## src/design/cfrt_pkg.sv

```systemverilog
// Shared constants, field layout and verdict codes of the chunked frame reassembly tracker.
package cfrt_pkg;

    // Limits
    localparam int unsigned MAX_WIDTH      = 1024;
    localparam int unsigned MAX_HEIGHT     = 1024;
    localparam int unsigned MAX_CHUNKS     = 1024;
    localparam int unsigned MAX_COMPRESSED = 2097152;

    // Defaults after reset
    localparam int unsigned DEFAULT_WIDTH  = 640;
    localparam int unsigned DEFAULT_HEIGHT = 480;

    // Chunk map organization: rows of bits in one memory
    localparam int unsigned MAP_ROW_BITS = 32;
    localparam int unsigned MAP_ROWS     = MAX_CHUNKS / MAP_ROW_BITS;
    localparam int unsigned BIT_SEL_W    = $clog2(MAP_ROW_BITS);
    localparam int unsigned ROW_SEL_W    = $clog2(MAP_ROWS);
    localparam int unsigned CHUNK_IDX_W  = BIT_SEL_W + ROW_SEL_W;

    // Field widths
    localparam int unsigned DIM_W    = 11;
    localparam int unsigned RAW_W    = 21;
    localparam int unsigned EXTENT_W = 22;
    localparam int unsigned CNT_W    = 11;
    localparam int unsigned PLEN_W   = 13;

    // Input tdata layout (lowest bit of each field)
    localparam int unsigned IN_FNUM_LSB  = 0;
    localparam int unsigned IN_W_LSB     = 32;
    localparam int unsigned IN_H_LSB     = 48;
    localparam int unsigned IN_IDX_LSB   = 64;
    localparam int unsigned IN_TOTAL_LSB = 80;
    localparam int unsigned IN_START_LSB = 96;
    localparam int unsigned IN_CLEN_LSB  = 128;
    localparam int unsigned IN_PLEN_LSB  = 160;
    localparam int unsigned IN_TDATA_W   = 176;
    localparam int unsigned IN_TUSER_W   = 1;

    // Output tdata / tuser widths
    localparam int unsigned OUT_TDATA_W = 152;
    localparam int unsigned OUT_TUSER_W = 4;

    // Verdict codes
    localparam logic [2:0] V_NEW        = 3'd0;
    localparam logic [2:0] V_DUPLICATE  = 3'd1;
    localparam logic [2:0] V_EMPTY      = 3'd2;
    localparam logic [2:0] V_BAD_HEADER = 3'd3;
    localparam logic [2:0] V_MISMATCH   = 3'd4;
    localparam logic [2:0] V_BAD_INDEX  = 3'd5;
    localparam logic [2:0] V_SIZE       = 3'd6;
    localparam logic [2:0] V_RANGE      = 3'd7;

endpackage

```

## src/design/chunked_frame_reassembly_tracker_top.sv

```systemverilog
// Top level of the chunked frame reassembly tracker: header checks and chunk map read-modify-write.
//
// Usage:
//   Slave stream (i_s_axis_*) carries one parsed chunk header per packet; the
//   codec kind travels in tuser. Master stream (o_m_axis_*) returns exactly one
//   result transaction per header: the verdict and the codec of a completed
//   frame travel in tuser, the granted write, frame begin/done/lost flags,
//   completed frame description and the dropped frame count in tdata.
//   Flow: a header is accepted only in the idle state; accepting it captures
//   the header and reads its chunk map row into a register. The check state
//   then checks the header, writes the modified row back and loads the result
//   into the output register when that register is free; the next header is
//   accepted only after that commit.
//   Reset: i_rst_n low clears the frame state and the per-row valid bits of
//   the chunk map at once; no clearing pass is needed and the block accepts a
//   header in the first cycle after reset. A new frame clears the map the same
//   way, by dropping all row valid bits at once.
//   Stall: a held result sits in the output register; one more header is taken
//   and checked, and its result waits until the output register is free.
module chunked_frame_reassembly_tracker_top (
    input  logic                               i_clk,
    input  logic                               i_rst_n,
    input  logic                               i_s_axis_tvalid,
    output logic                               o_s_axis_tready,
    // frame_number, image_width, image_height, chunk_number, chunk_total,
    // chunk_start, chunk_length, payload_length, zero fill
    input  logic [cfrt_pkg::IN_TDATA_W-1:0]    i_s_axis_tdata,
    // codec_kind
    input  logic [cfrt_pkg::IN_TUSER_W-1:0]    i_s_axis_tuser,
    output logic                               o_m_axis_tvalid,
    input  logic                               i_m_axis_tready,
    // store_offset, store_length, frame_begun, frame_done, frame_lost,
    // done_frame_number, done_width, done_height, done_data_bytes,
    // lost_frames, zero fill
    output logic [cfrt_pkg::OUT_TDATA_W-1:0]   o_m_axis_tdata,
    // verdict, done_codec
    output logic [cfrt_pkg::OUT_TUSER_W-1:0]   o_m_axis_tuser
);
    import cfrt_pkg::*;

    localparam logic S_IDLE = 1'b0;
    localparam logic S_EXEC = 1'b1;

    // Control and frame state
    logic                     r_state;
    logic                     r_assembling;
    logic [31:0]              r_active_fnum;
    logic                     r_active_codec;
    logic [DIM_W-1:0]         r_active_width;
    logic [DIM_W-1:0]         r_active_height;
    logic [RAW_W-1:0]         r_raw_bytes;
    logic [CNT_W-1:0]         r_chunks_expected;
    logic [CNT_W-1:0]         r_chunks_seen;
    logic [EXTENT_W-1:0]      r_data_extent;
    logic [31:0]              r_dropped;
    logic [MAP_ROWS-1:0]      r_row_valid;

    // Captured header
    logic [31:0]              r_fnum;
    logic [15:0]              r_w;
    logic [15:0]              r_h;
    logic                     r_codec;
    logic [15:0]              r_idx;
    logic [15:0]              r_total;
    logic [31:0]              r_start;
    logic [31:0]              r_clen;
    logic [PLEN_W-1:0]        r_plen;

    // Chunk map memory
    logic [MAP_ROW_BITS-1:0]  r_map_mem [MAP_ROWS];
    logic [MAP_ROW_BITS-1:0]  r_map_rd;

    // Output register
    logic                     r_out_valid;
    logic [OUT_TDATA_W-1:0]   r_out_data;
    logic [OUT_TUSER_W-1:0]   r_out_user;

    // Next values
    logic                     n_assembling;
    logic [31:0]              n_active_fnum;
    logic                     n_active_codec;
    logic [DIM_W-1:0]         n_active_width;
    logic [DIM_W-1:0]         n_active_height;
    logic [RAW_W-1:0]         n_raw_bytes;
    logic [CNT_W-1:0]         n_chunks_expected;
    logic [CNT_W-1:0]         n_chunks_seen;
    logic [EXTENT_W-1:0]      n_data_extent;
    logic [31:0]              n_dropped;
    logic [MAP_ROWS-1:0]      n_row_valid;
    logic [2:0]               n_verdict;
    logic [MAP_ROW_BITS-1:0]  n_row_data;

    // Working signals
    logic                     s_accept;
    logic                     s_commit;
    logic                     shape_bad;
    logic                     empty;
    logic                     new_frame;
    logic                     dims_bad;
    logic                     lost_now;
    logic                     take_frame;
    logic                     seen_bit;
    logic                     done;
    logic [32:0]              chunk_end;
    logic [2*DIM_W-1:0]       area;
    logic [ROW_SEL_W-1:0]     row_sel;
    logic [BIT_SEL_W-1:0]     bit_sel;
    logic [MAP_ROW_BITS-1:0]  eff_row;
    logic [MAP_ROW_BITS-1:0]  bit_mask;
    logic                     eff_codec;
    logic [CNT_W-1:0]         eff_expected;
    logic [CNT_W-1:0]         eff_seen;
    logic [RAW_W-1:0]         eff_raw;
    logic [EXTENT_W-1:0]      eff_extent;

    assign o_s_axis_tready = (r_state == S_IDLE);
    assign s_accept        = i_s_axis_tvalid && o_s_axis_tready;
    assign s_commit        = (r_state == S_EXEC) && (!r_out_valid || i_m_axis_tready);

    assign o_m_axis_tvalid = r_out_valid;
    assign o_m_axis_tdata  = r_out_data;
    assign o_m_axis_tuser  = r_out_user;

    // Capture the header on accept
    always_ff @(posedge i_clk) begin
        if (s_accept) begin
            r_fnum  <= i_s_axis_tdata[IN_FNUM_LSB  +: 32];
            r_w     <= i_s_axis_tdata[IN_W_LSB     +: 16];
            r_h     <= i_s_axis_tdata[IN_H_LSB     +: 16];
            r_idx   <= i_s_axis_tdata[IN_IDX_LSB   +: 16];
            r_total <= i_s_axis_tdata[IN_TOTAL_LSB +: 16];
            r_start <= i_s_axis_tdata[IN_START_LSB +: 32];
            r_clen  <= i_s_axis_tdata[IN_CLEN_LSB  +: 32];
            r_plen  <= i_s_axis_tdata[IN_PLEN_LSB  +: PLEN_W];
            r_codec <= i_s_axis_tuser[0];
        end
    end

    // Chunk map memory: row read on accept, modified row written on commit of a new chunk
    always_ff @(posedge i_clk) begin
        if (s_accept) begin
            r_map_rd <= r_map_mem[i_s_axis_tdata[IN_IDX_LSB+BIT_SEL_W +: ROW_SEL_W]];
        end
        if (s_commit && (n_verdict == V_NEW)) begin
            r_map_mem[row_sel] <= n_row_data;
        end
    end

    // Check the header against the active frame
    always_comb begin
        row_sel   = r_idx[BIT_SEL_W +: ROW_SEL_W];
        bit_sel   = r_idx[BIT_SEL_W-1:0];
        bit_mask  = MAP_ROW_BITS'(1) << bit_sel;
        chunk_end = {1'b0, r_start} + {1'b0, r_clen};
        area      = r_w[DIM_W-1:0] * r_h[DIM_W-1:0];

        shape_bad = (r_total == 16'd0) || (32'(r_total) > MAX_CHUNKS) || (r_idx >= r_total);
        empty     = (r_plen == '0);
        new_frame = !r_assembling || (r_fnum != r_active_fnum);
        dims_bad  = (r_w == 16'd0) || (r_h == 16'd0) ||
                    (32'(r_w) > MAX_WIDTH) || (32'(r_h) > MAX_HEIGHT);
        lost_now  = !shape_bad && !empty && new_frame && r_assembling &&
                    (r_chunks_expected != '0) && (r_chunks_seen < r_chunks_expected);
        take_frame = !shape_bad && !empty && new_frame && !dims_bad;

        // Frame state as seen after a possible frame start
        if (take_frame) begin
            eff_codec    = r_codec;
            eff_expected = r_total[CNT_W-1:0];
            eff_seen     = '0;
            eff_raw      = area[RAW_W-1:0];
            eff_extent   = '0;
            eff_row      = '0;
        end else begin
            eff_codec    = r_active_codec;
            eff_expected = r_chunks_expected;
            eff_seen     = r_chunks_seen;
            eff_raw      = r_raw_bytes;
            eff_extent   = r_data_extent;
            eff_row      = r_row_valid[row_sel] ? r_map_rd : '0;
        end
        seen_bit = |(eff_row & bit_mask);

        // Verdict in priority order
        if (shape_bad) begin
            n_verdict = V_BAD_HEADER;
        end else if (empty) begin
            n_verdict = V_EMPTY;
        end else if (new_frame && dims_bad) begin
            n_verdict = V_BAD_HEADER;
        end else if ((r_codec != eff_codec) || (r_total != 16'(eff_expected))) begin
            n_verdict = V_MISMATCH;
        end else if ((r_idx >= 16'(eff_expected)) || (32'(r_idx) >= MAX_CHUNKS)) begin
            n_verdict = V_BAD_INDEX;
        end else if (r_clen != 32'(r_plen)) begin
            n_verdict = V_SIZE;
        end else if (!eff_codec && ((r_start >= 32'(eff_raw)) ||
                                    (chunk_end > 33'(eff_raw)))) begin
            n_verdict = V_RANGE;
        end else if (eff_codec && (chunk_end > 33'(MAX_COMPRESSED))) begin
            n_verdict = V_RANGE;
        end else if (seen_bit) begin
            n_verdict = V_DUPLICATE;
        end else begin
            n_verdict = V_NEW;
        end

        n_row_data = eff_row | bit_mask;

        // Advance frame state
        n_active_codec    = eff_codec;
        n_chunks_expected = eff_expected;
        n_raw_bytes       = eff_raw;
        n_chunks_seen     = eff_seen + CNT_W'(n_verdict == V_NEW);
        n_active_fnum     = take_frame ? r_fnum : r_active_fnum;
        n_active_width    = take_frame ? r_w[DIM_W-1:0] : r_active_width;
        n_active_height   = take_frame ? r_h[DIM_W-1:0] : r_active_height;
        if ((n_verdict == V_NEW) && (chunk_end > 33'(eff_extent))) begin
            n_data_extent = chunk_end[EXTENT_W-1:0];
        end else begin
            n_data_extent = eff_extent;
        end

        n_row_valid = take_frame ? '0 : r_row_valid;
        if (n_verdict == V_NEW) begin
            n_row_valid[row_sel] = 1'b1;
        end

        done = ((n_verdict == V_NEW) || (n_verdict == V_DUPLICATE)) &&
               (n_chunks_seen == n_chunks_expected);

        if (shape_bad || empty) begin
            n_assembling = r_assembling;
        end else if (new_frame && dims_bad) begin
            n_assembling = 1'b0;
        end else begin
            n_assembling = !done;
        end

        n_dropped = (lost_now && (r_dropped != 32'hFFFF_FFFF)) ? r_dropped + 32'd1 : r_dropped;
    end

    // Sequence one header at a time: accept, then commit when output is free
    always_ff @(posedge i_clk) begin
        if (!i_rst_n) begin
            r_state           <= S_IDLE;
            r_assembling      <= 1'b0;
            r_active_fnum     <= '0;
            r_active_codec    <= 1'b0;
            r_active_width    <= DIM_W'(DEFAULT_WIDTH);
            r_active_height   <= DIM_W'(DEFAULT_HEIGHT);
            r_raw_bytes       <= RAW_W'(DEFAULT_WIDTH * DEFAULT_HEIGHT);
            r_chunks_expected <= '0;
            r_chunks_seen     <= '0;
            r_data_extent     <= '0;
            r_dropped         <= '0;
            r_row_valid       <= '0;
            r_out_valid       <= 1'b0;
        end else begin
            if (s_accept) begin
                r_state <= S_EXEC;
            end
            if (s_commit) begin
                r_state           <= S_IDLE;
                r_assembling      <= n_assembling;
                r_active_fnum     <= n_active_fnum;
                r_active_codec    <= n_active_codec;
                r_active_width    <= n_active_width;
                r_active_height   <= n_active_height;
                r_raw_bytes       <= n_raw_bytes;
                r_chunks_expected <= n_chunks_expected;
                r_chunks_seen     <= n_chunks_seen;
                r_data_extent     <= n_data_extent;
                r_dropped         <= n_dropped;
                r_row_valid       <= n_row_valid;
                r_out_valid       <= 1'b1;
            end else if (r_out_valid && i_m_axis_tready) begin
                r_out_valid <= 1'b0;
            end
        end
    end

    // Load the result transaction
    always_ff @(posedge i_clk) begin
        if (s_commit) begin
            r_out_data <= {
                7'd0,
                n_dropped,
                done ? n_data_extent : EXTENT_W'(0),
                done ? n_active_height : DIM_W'(0),
                done ? n_active_width : DIM_W'(0),
                done ? n_active_fnum : 32'd0,
                lost_now,
                done,
                take_frame,
                (n_verdict == V_NEW) ? r_plen : PLEN_W'(0),
                (n_verdict == V_NEW) ? r_start[RAW_W-1:0] : RAW_W'(0)
            };
            r_out_user <= {done & n_active_codec, n_verdict};
        end
    end

    // Checks
    a_accept_then_exec: assert property (@(posedge i_clk) disable iff (!i_rst_n)
        s_accept |=> (r_state == S_EXEC))
        else $error("header accepted but no check cycle followed");

    a_new_chunk_marks_row: assert property (@(posedge i_clk) disable iff (!i_rst_n)
        (s_commit && (n_verdict == V_NEW)) |=> r_row_valid[$past(row_sel)])
        else $error("granted chunk left its map row invalid");

    a_seen_bounded: assert property (@(posedge i_clk) disable iff (!i_rst_n)
        r_chunks_seen <= r_chunks_expected)
        else $error("more chunks seen than expected");

    a_dropped_monotonic: assert property (@(posedge i_clk) disable iff (!i_rst_n)
        $past(i_rst_n) |-> (r_dropped >= $past(r_dropped)))
        else $error("dropped frame count went down");

    a_done_clears_assembling: assert property (@(posedge i_clk) disable iff (!i_rst_n)
        (s_commit && done) |=> !r_assembling)
        else $error("frame still assembling after completion");

endmodule
```

## config.mk

```make
export PLATFORM = sky130hd
export DESIGN_NAME = chunked_frame_reassembly_tracker_top
export DESIGN_NICKNAME = d
export VERILOG_FILES = /design/src/design/cfrt_pkg.sv /design/src/design/chunked_frame_reassembly_tracker_top.sv
export SDC_FILE = /design/constraint.sdc
export NUM_CORES = 2
export LEC_CHECK = 0
export BUFFER_PORTS_ARGS = -buffer_cell sky130_fd_sc_hd__clkbuf_2
export CORE_AREA = 2 2 351 353
export DETAILED_ROUTE_END_ITERATION = 8
export DIE_AREA = 0 0 353 355
export PLACE_DENSITY = 0.76
export SYNTH_ARGS = -nofsm -noshare
export SYNTH_HDL_FRONTEND = slang
export SYNTH_SLANG_ARGS = --single-unit
```

## constraint.sdc

```tcl
create_clock -name i_clk -period 23.4 [get_ports i_clk]
set_clock_uncertainty 0.2 [all_clocks]
set_input_delay 4.68 -clock i_clk [delete_from_list [all_inputs] [get_ports i_clk]]
set_output_delay 4.68 -clock i_clk [all_outputs]
set_load 0.05 [all_outputs]
```

# Word level (Yosys, flattened, before mapping)

Memory sizes are Yosys's and may differ from the RTL's. A register that Yosys moved wholly into a read port is not among the register bits.
Index checks and enable logic that the tools add are counted.

Flip-flop bits (word level): 510
Memories kept: 1
RAM bits: 1024
Bits of input ports: 181

Add/subtract/negate cells: 3
Order comparisons: 13
Mux-type cells: 32
Multiply operators: 1
Reductions and logical operators: 46
Shift operators: 1
Equal/unequal tests: 7
Bitwise operators: 7

Memory list:

| name      | depth | width | rd ports | clocked after Yosys merged registers in | wr ports | line                                       | source |
|---|---|---|---|---|---|---|---|
| r_map_mem | 32    | 32    | 1        | 1                                       | 1        | chunked_frame_reassembly_tracker_top.sv:70 | `logic [MAP_ROW_BITS-1:0] r_map_mem [MAP_ROWS];` |

Operators by type and width:

| cell                                                             | number |
|---|---|
| two-way mux 32 bit                                               | 6 |
| bitwise OR 32 bit                                                | 2 |
| greater-than comparator 16 x 11 -> 1 bit (second input constant) | 3 |
| logical NOT 16 bit                                               | 3 |
| two-way mux 11 bit                                               | 4 |
| two-way mux 22 bit                                               | 2 |
| adder 32 x 32 -> 33 bit                                          | 1 |
| greater-than comparator 33 x 21 -> 1 bit                         | 1 |
| greater-than comparator 33 x 22 -> 1 bit                         | 1 |
| greater-than comparator 33 x 22 -> 1 bit (second input constant) | 1 |
| adder 32 x 1 -> 32 bit (second input constant)                   | 1 |
| AND 32 bit                                                       | 1 |
| >= comparator 32 x 21 -> 1 bit                                   | 1 |
| inequality test 32 x 13 -> 1 bit                                 | 1 |
| inequality test 32 bit                                           | 1 |
| inequality test 32 bit (second input constant)                   | 1 |
| OR reduction 32 bit                                              | 1 |
| << shifter 1 x 5 -> 32 bit (first input constant)                | 1 |
| two-way mux 3 bit                                                | 8 |
| multiplier 11 x 11 -> 21 bit                                     | 1 |
| two-way mux 21 bit                                               | 1 |
| logical AND 1 bit                                                | 17 |
| >= comparator 16 x 11 -> 1 bit                                   | 1 |
| >= comparator 16 x 11 -> 1 bit (second input constant)           | 1 |
| other kinds (22)                                                 | 49 |

# Logic depth before layout (Yosys ltp)

Depth after elaboration: 25
Mapped depth: 52

# Least setup slack after synthesis

No wires, ideal clock.

Path type: input-to-reg
Start point: in i_s_axis_tvalid
End point: reg r_clen[0], enable pin
Stages: 1
Setup slack: 8.839 ns
Required time: 22.399 ns
Arrival time: 13.560 ns
Cells stage by stage: nor2b_1

Word-level cells in the longest chain between the ends: 1

RTL lines:

| what                 | line                                        | source |
|---|---|---|
| from (decl)          | chunked_frame_reassembly_tracker_top.sv:23  | `input logic i_s_axis_tvalid,` |
| logical AND 1 bit    | chunked_frame_reassembly_tracker_top.sv:117 | `assign s_accept = i_s_axis_tvalid && o_s_axis_tready;` |
| to (signal assigned) | chunked_frame_reassembly_tracker_top.sv:133 | `r_clen <= i_s_axis_tdata[IN_CLEN_LSB +: 32];` |
| to (decl)            | chunked_frame_reassembly_tracker_top.sv:66  | `logic [31:0] r_clen;` |

No other way between the ends.
A chain may end at the register's enable or synchronous reset.

# Worst setup path after layout

Start point: reg r_w[0]
End point: reg r_out_data[112] (netlist: o_m_axis_tdata[112]) (data pin)

Word-level cells in the longest chain between the ends: 22

RTL lines:

| what                                                                                              | line                                        | source |
|---|---|---|
| from (decl)                                                                                       | chunked_frame_reassembly_tracker_top.sv:60  | `logic [15:0] r_w;` |
| from (signal assigned)                                                                            | chunked_frame_reassembly_tracker_top.sv:128 | `r_w <= i_s_axis_tdata[IN_W_LSB +: 16];` |
| parallel branches: the longest is 22 deep, another holds greater-than comparator 33 x 21 -> 1 bit | -                                           |  |
| to (signal assigned)                                                                              | chunked_frame_reassembly_tracker_top.sv:286 | `r_out_data <= {` |
| to (decl)                                                                                         | chunked_frame_reassembly_tracker_top.sv:75  | `logic [OUT_TDATA_W-1:0] r_out_data;` |

Several ways; the timed one is not identified.

==> results_dict.tcl <==
set metrics [dict create \
    dieArea_sq_mm 0.125 \
    clkLatencyLatePin_ns 0.80 \
    min_to "r_row_valid[27]" \
    synth.ff_latch_count 1566 \
    cap_violations 0 \
    clock.fmax_ghz 0.0743 \
    power.total_w 0.00651 \
    worstPathRequired_ns 23.79 \
    fin_area_sq_mm 0.0786 \
    ios 339 \
    critPathCaptureType "flip-flop" \
    areaGrowthSynthToFinish_pct 12.5 \
    vdd_drop_max_v 0.0000804 \
    min_path_cells 2 \
    grt_overflow_total 0 \
    r2r-start "r_w[0]" \
    rows 128 \
    dr.pass1.iters 6 \
    fin_crit_ns 13.45 \
    setup_viol 0 \
    cts_tree "built" \
    p_leak_nw 29.3 \
    routed_wl_um 180000 \
    ant_nets 0 \
    async_reset_ff_share_pct 0 \
    synth_cell_types 84 \
    drtIter0Drc 4794 \
    port_buffers 328 \
    hold_start "r_row_valid[27]" \
    relSlewSlack_pct 15.3 \
    cts_made_buffers 157 \
    nets 5365 \
    drc 0 \
    final_cells 6669 \
    slowest_delay_ns 0.90 \
    tns_ns 0 \
    r2r-end "o_m_axis_tdata[112]" \
    finalHoldViolations 0 \
    num_vias 42500 \
    cts_hold_buf 0 \
    drive_above_1_share_pct 21.6 \
    synth_edf_count 1379 \
    htree_num_levels 4 \
    cts_sinks 1566 \
    crit_arrival_ns 13.84 \
    rrSetupSlack_ns 9.95 \
    slew_violations 0 \
    clockBufferDepth 3 \
    cts_root_buf "clkbuf_16" \
    netlist_instances 4603 \
    cts_setup_buffers 0 \
    syn_area_sq_mm 0.0699 \
    groute.usage.overall_pct 28.7 \
    worstPathMaxFanout 80 \
    routedWlPerCell_um 27.0 \
    vias_per_cell 6.37 \
    core_area_sq_mm 0.121 \
    rsz0062_at_grt "no" \
    grt_pass1_vias 41800 \
    hold_path.class "reg -> reg" \
    outcome "completed" \
    place_congestion 0.917 \
    min_period_over_period_pct 57.5 \
    ys_warn_count 0 \
    ys_seq_area_share_pct 64.6 \
    reg2regPathDepth 45 \
    start_util_pct 57.6 \
    worst_pin_slew_ns 1.27 \
    grt_pass1_wl_um 267000 \
    cts-resized-gates 0 \
    cp-start-kind "flip-flop" \
    worst_path_most_repeated_cell "ha_1" \
    critPathKind "reg -> reg" \
    placed_area_sq_mm 0.0735 \
    ys.flop_type "edfxtp_1" \
    dpl.cell_count 6381 \
    grt_max_degree 151 \
    die_y_um 355 \
    path_clk_slew_ns 0.06 \
    die_w_um 353 \
    cpMaxStageDelayCell "or4b_4" \
    syn_avg_cell_area_sq_um 15.2 \
    power.density_mw_per_mm2 82.8 \
    dp_hpwl_um 105000 \
    antenna_found_initial 6 \
]
state kept, by name, summed over array words and instances, names as in the netlist, 4 cells and up, named ones only:
register / cells
o_m_axis_tuser: 4
r_active_width: 11
r_chunks_expected: 11
r_map_mem: 1024
r_row_valid: 32
r_fnum: 32
r_idx: 16
r_active_fnum: 32
r_active_height: 11
r_plen: 13
r_raw_bytes: 20
r_chunks_seen: 11
r_data_extent: 22
r_total: 16
r_start: 32
r_dropped: 32
r_h: 16
o_m_axis_tdata: 145
r_w: 16
r_map_rd: 32
r_clen: 32
where the power goes:
part | switching (W) | internal (W)
logic | 0.000560 | 0.000338
registers | 0.0000438 | 0.00306
clock network | 0.00108 | 0.00143
total | 0.00168 | 0.00483
routing by layer:
| layer | GRT usage [%] | up-vias | routed length [um] |
|---|---|---|---|
| li1 | - | 18200 | - |
| met5 | 0 | - | 21 |
| met1 | 38.5 | 21500 | 68000 |
| met3 | 4.72 | 405 | 16000 |
| met4 | 11.9 | 4 | 7320 |
| met2 | 47.3 | 2393 | 88600 |
cell type report:
type | instances | area, sq um
flip-flops and latches | 1566 | 45200
fillers | 8387 | 42700
multi-input cells | 2619 | 23500
clock buffers | 198 | 4280
repair buffers | 396 | 2210
well taps | 1625 | 2030
clock inverters | 87 | 830
inverters | 175 | 663
diodes | 3 | 7.51
worst max-delay path, delay by kind of cell, from the launching register on:
family | cells | cell delay, ns
buf+inv | 3 | 0.15
flops | 1 | 0.86
simple gates | 12 | 3.72
compound gates | 18 | 4.41
fa+ha+maj | 9 | 3.28
xor+xnor | 3 | 0.60
cell usage after synthesis, drive strengths merged, types with 33 or more instances:
library cell  count  area share [%]
edfxtp         1379              59
nand2           557             3.0
mux4            329              11
a21oi           259             1.9
clkbuf          193             1.0
ha              189             3.4
dfxtp           187             5.4
inv             175            0.94
nor2            142            0.76
and2            110            0.98
nand3            95            0.68
xnor2            85             1.1
fa               80             2.3
o21ai            62            0.44
xor2             59            0.74
buf              56            0.40
a22o             44            0.55
a21o             42            0.45
mux2i            42            0.60
nand4            42            0.38
nor3             40            0.29
nor4             40            0.36
mux2             39            0.63
and3             35            0.31
or3              33            0.30
cells by family after synthesis:
group,after synthesis,share of synthesized area [%]
flip-flops,1566,64.6
AND/OR/NAND/NOR,1204,8.24
AO/OA/AOI/OAI,584,5.50
buffers and inverters,424,2.38
multiplexers,410,11.8
adder cells (fa/ha/maj),270,5.69
XOR/XNOR,144,1.80
other,1,0.00536
metrics by stage:
| step | utilization (%) | setup WS (ns) | hold WS [ns] |
|---|---|---|---|
| floorplan | - | 8.84 | 0.210 |
| global placement | 60.6 | 10.09 | 0.220 |
| detailed placement | 60.6 | 10.05 | 0.229 |
| CTS | 64.8 | 9.97 | 0.237 |
| global route | 64.8 | 9.07 | 0.250 |
| finish | 64.8 | 9.95 | 0.237 |
placed cells by master (no fill, tap or decap), types with 11 or more instances in the layout:
| cell type | netlist | final |
|---|---|---|
| a21o_1 | 42 | 42 |
| clkinv_1 | 0 | 24 |
| mux2_2 | 39 | 39 |
| ha_1 | 189 | 189 |
| clkbuf_2 | 0 | 324 |
| mux2i_1 | 42 | 42 |
| o22ai_2 | 19 | 19 |
| inv_1 | 174 | 173 |
| nor2_4 | 0 | 32 |
| dfxtp_1 | 187 | 187 |
| and3_1 | 35 | 35 |
| nor4_1 | 40 | 38 |
| a22o_1 | 44 | 44 |
| nor2_1 | 142 | 108 |
| nand3_1 | 95 | 94 |
| or3_1 | 32 | 32 |
| buf_4 | 8 | 67 |
| nand2_1 | 557 | 556 |
| o21bai_1 | 12 | 12 |
| and4_1 | 19 | 19 |
| a21oi_1 | 259 | 259 |
| bufinv_16 | 0 | 11 |
| xnor2_1 | 85 | 85 |
| o211ai_1 | 21 | 21 |
| mux4_2 | 329 | 329 |
| clkinv_2 | 0 | 33 |
| clkbuf_1 | 193 | 28 |
| nand4_1 | 42 | 42 |
| o21ai_0 | 58 | 56 |
| nor3_1 | 40 | 38 |
| o21a_1 | 11 | 11 |
| clkbuf_16 | 0 | 163 |
| and2_1 | 109 | 109 |
| fa_1 | 80 | 80 |
| nand2b_1 | 31 | 31 |
| edfxtp_1 | 1379 | 1379 |
| xor2_1 | 59 | 59 |
how the worst max path moves through the flow:
stage	from	endpoint	cells after the start
after floorplan	i_s_axis_tvalid	r_clen[0]	1
after detailed placement	r_w[0]	o_m_axis_tdata[112]	45
after global routing	r_w[0]	o_m_axis_tdata[112]	45
after global placement	r_w[0]	o_m_axis_tdata[111]	45
final	r_w[0]	o_m_axis_tdata[112]	45
after CTS	r_w[0]	o_m_axis_tdata[112]	40
Note: power is estimated with default switching activity, not from simulation.
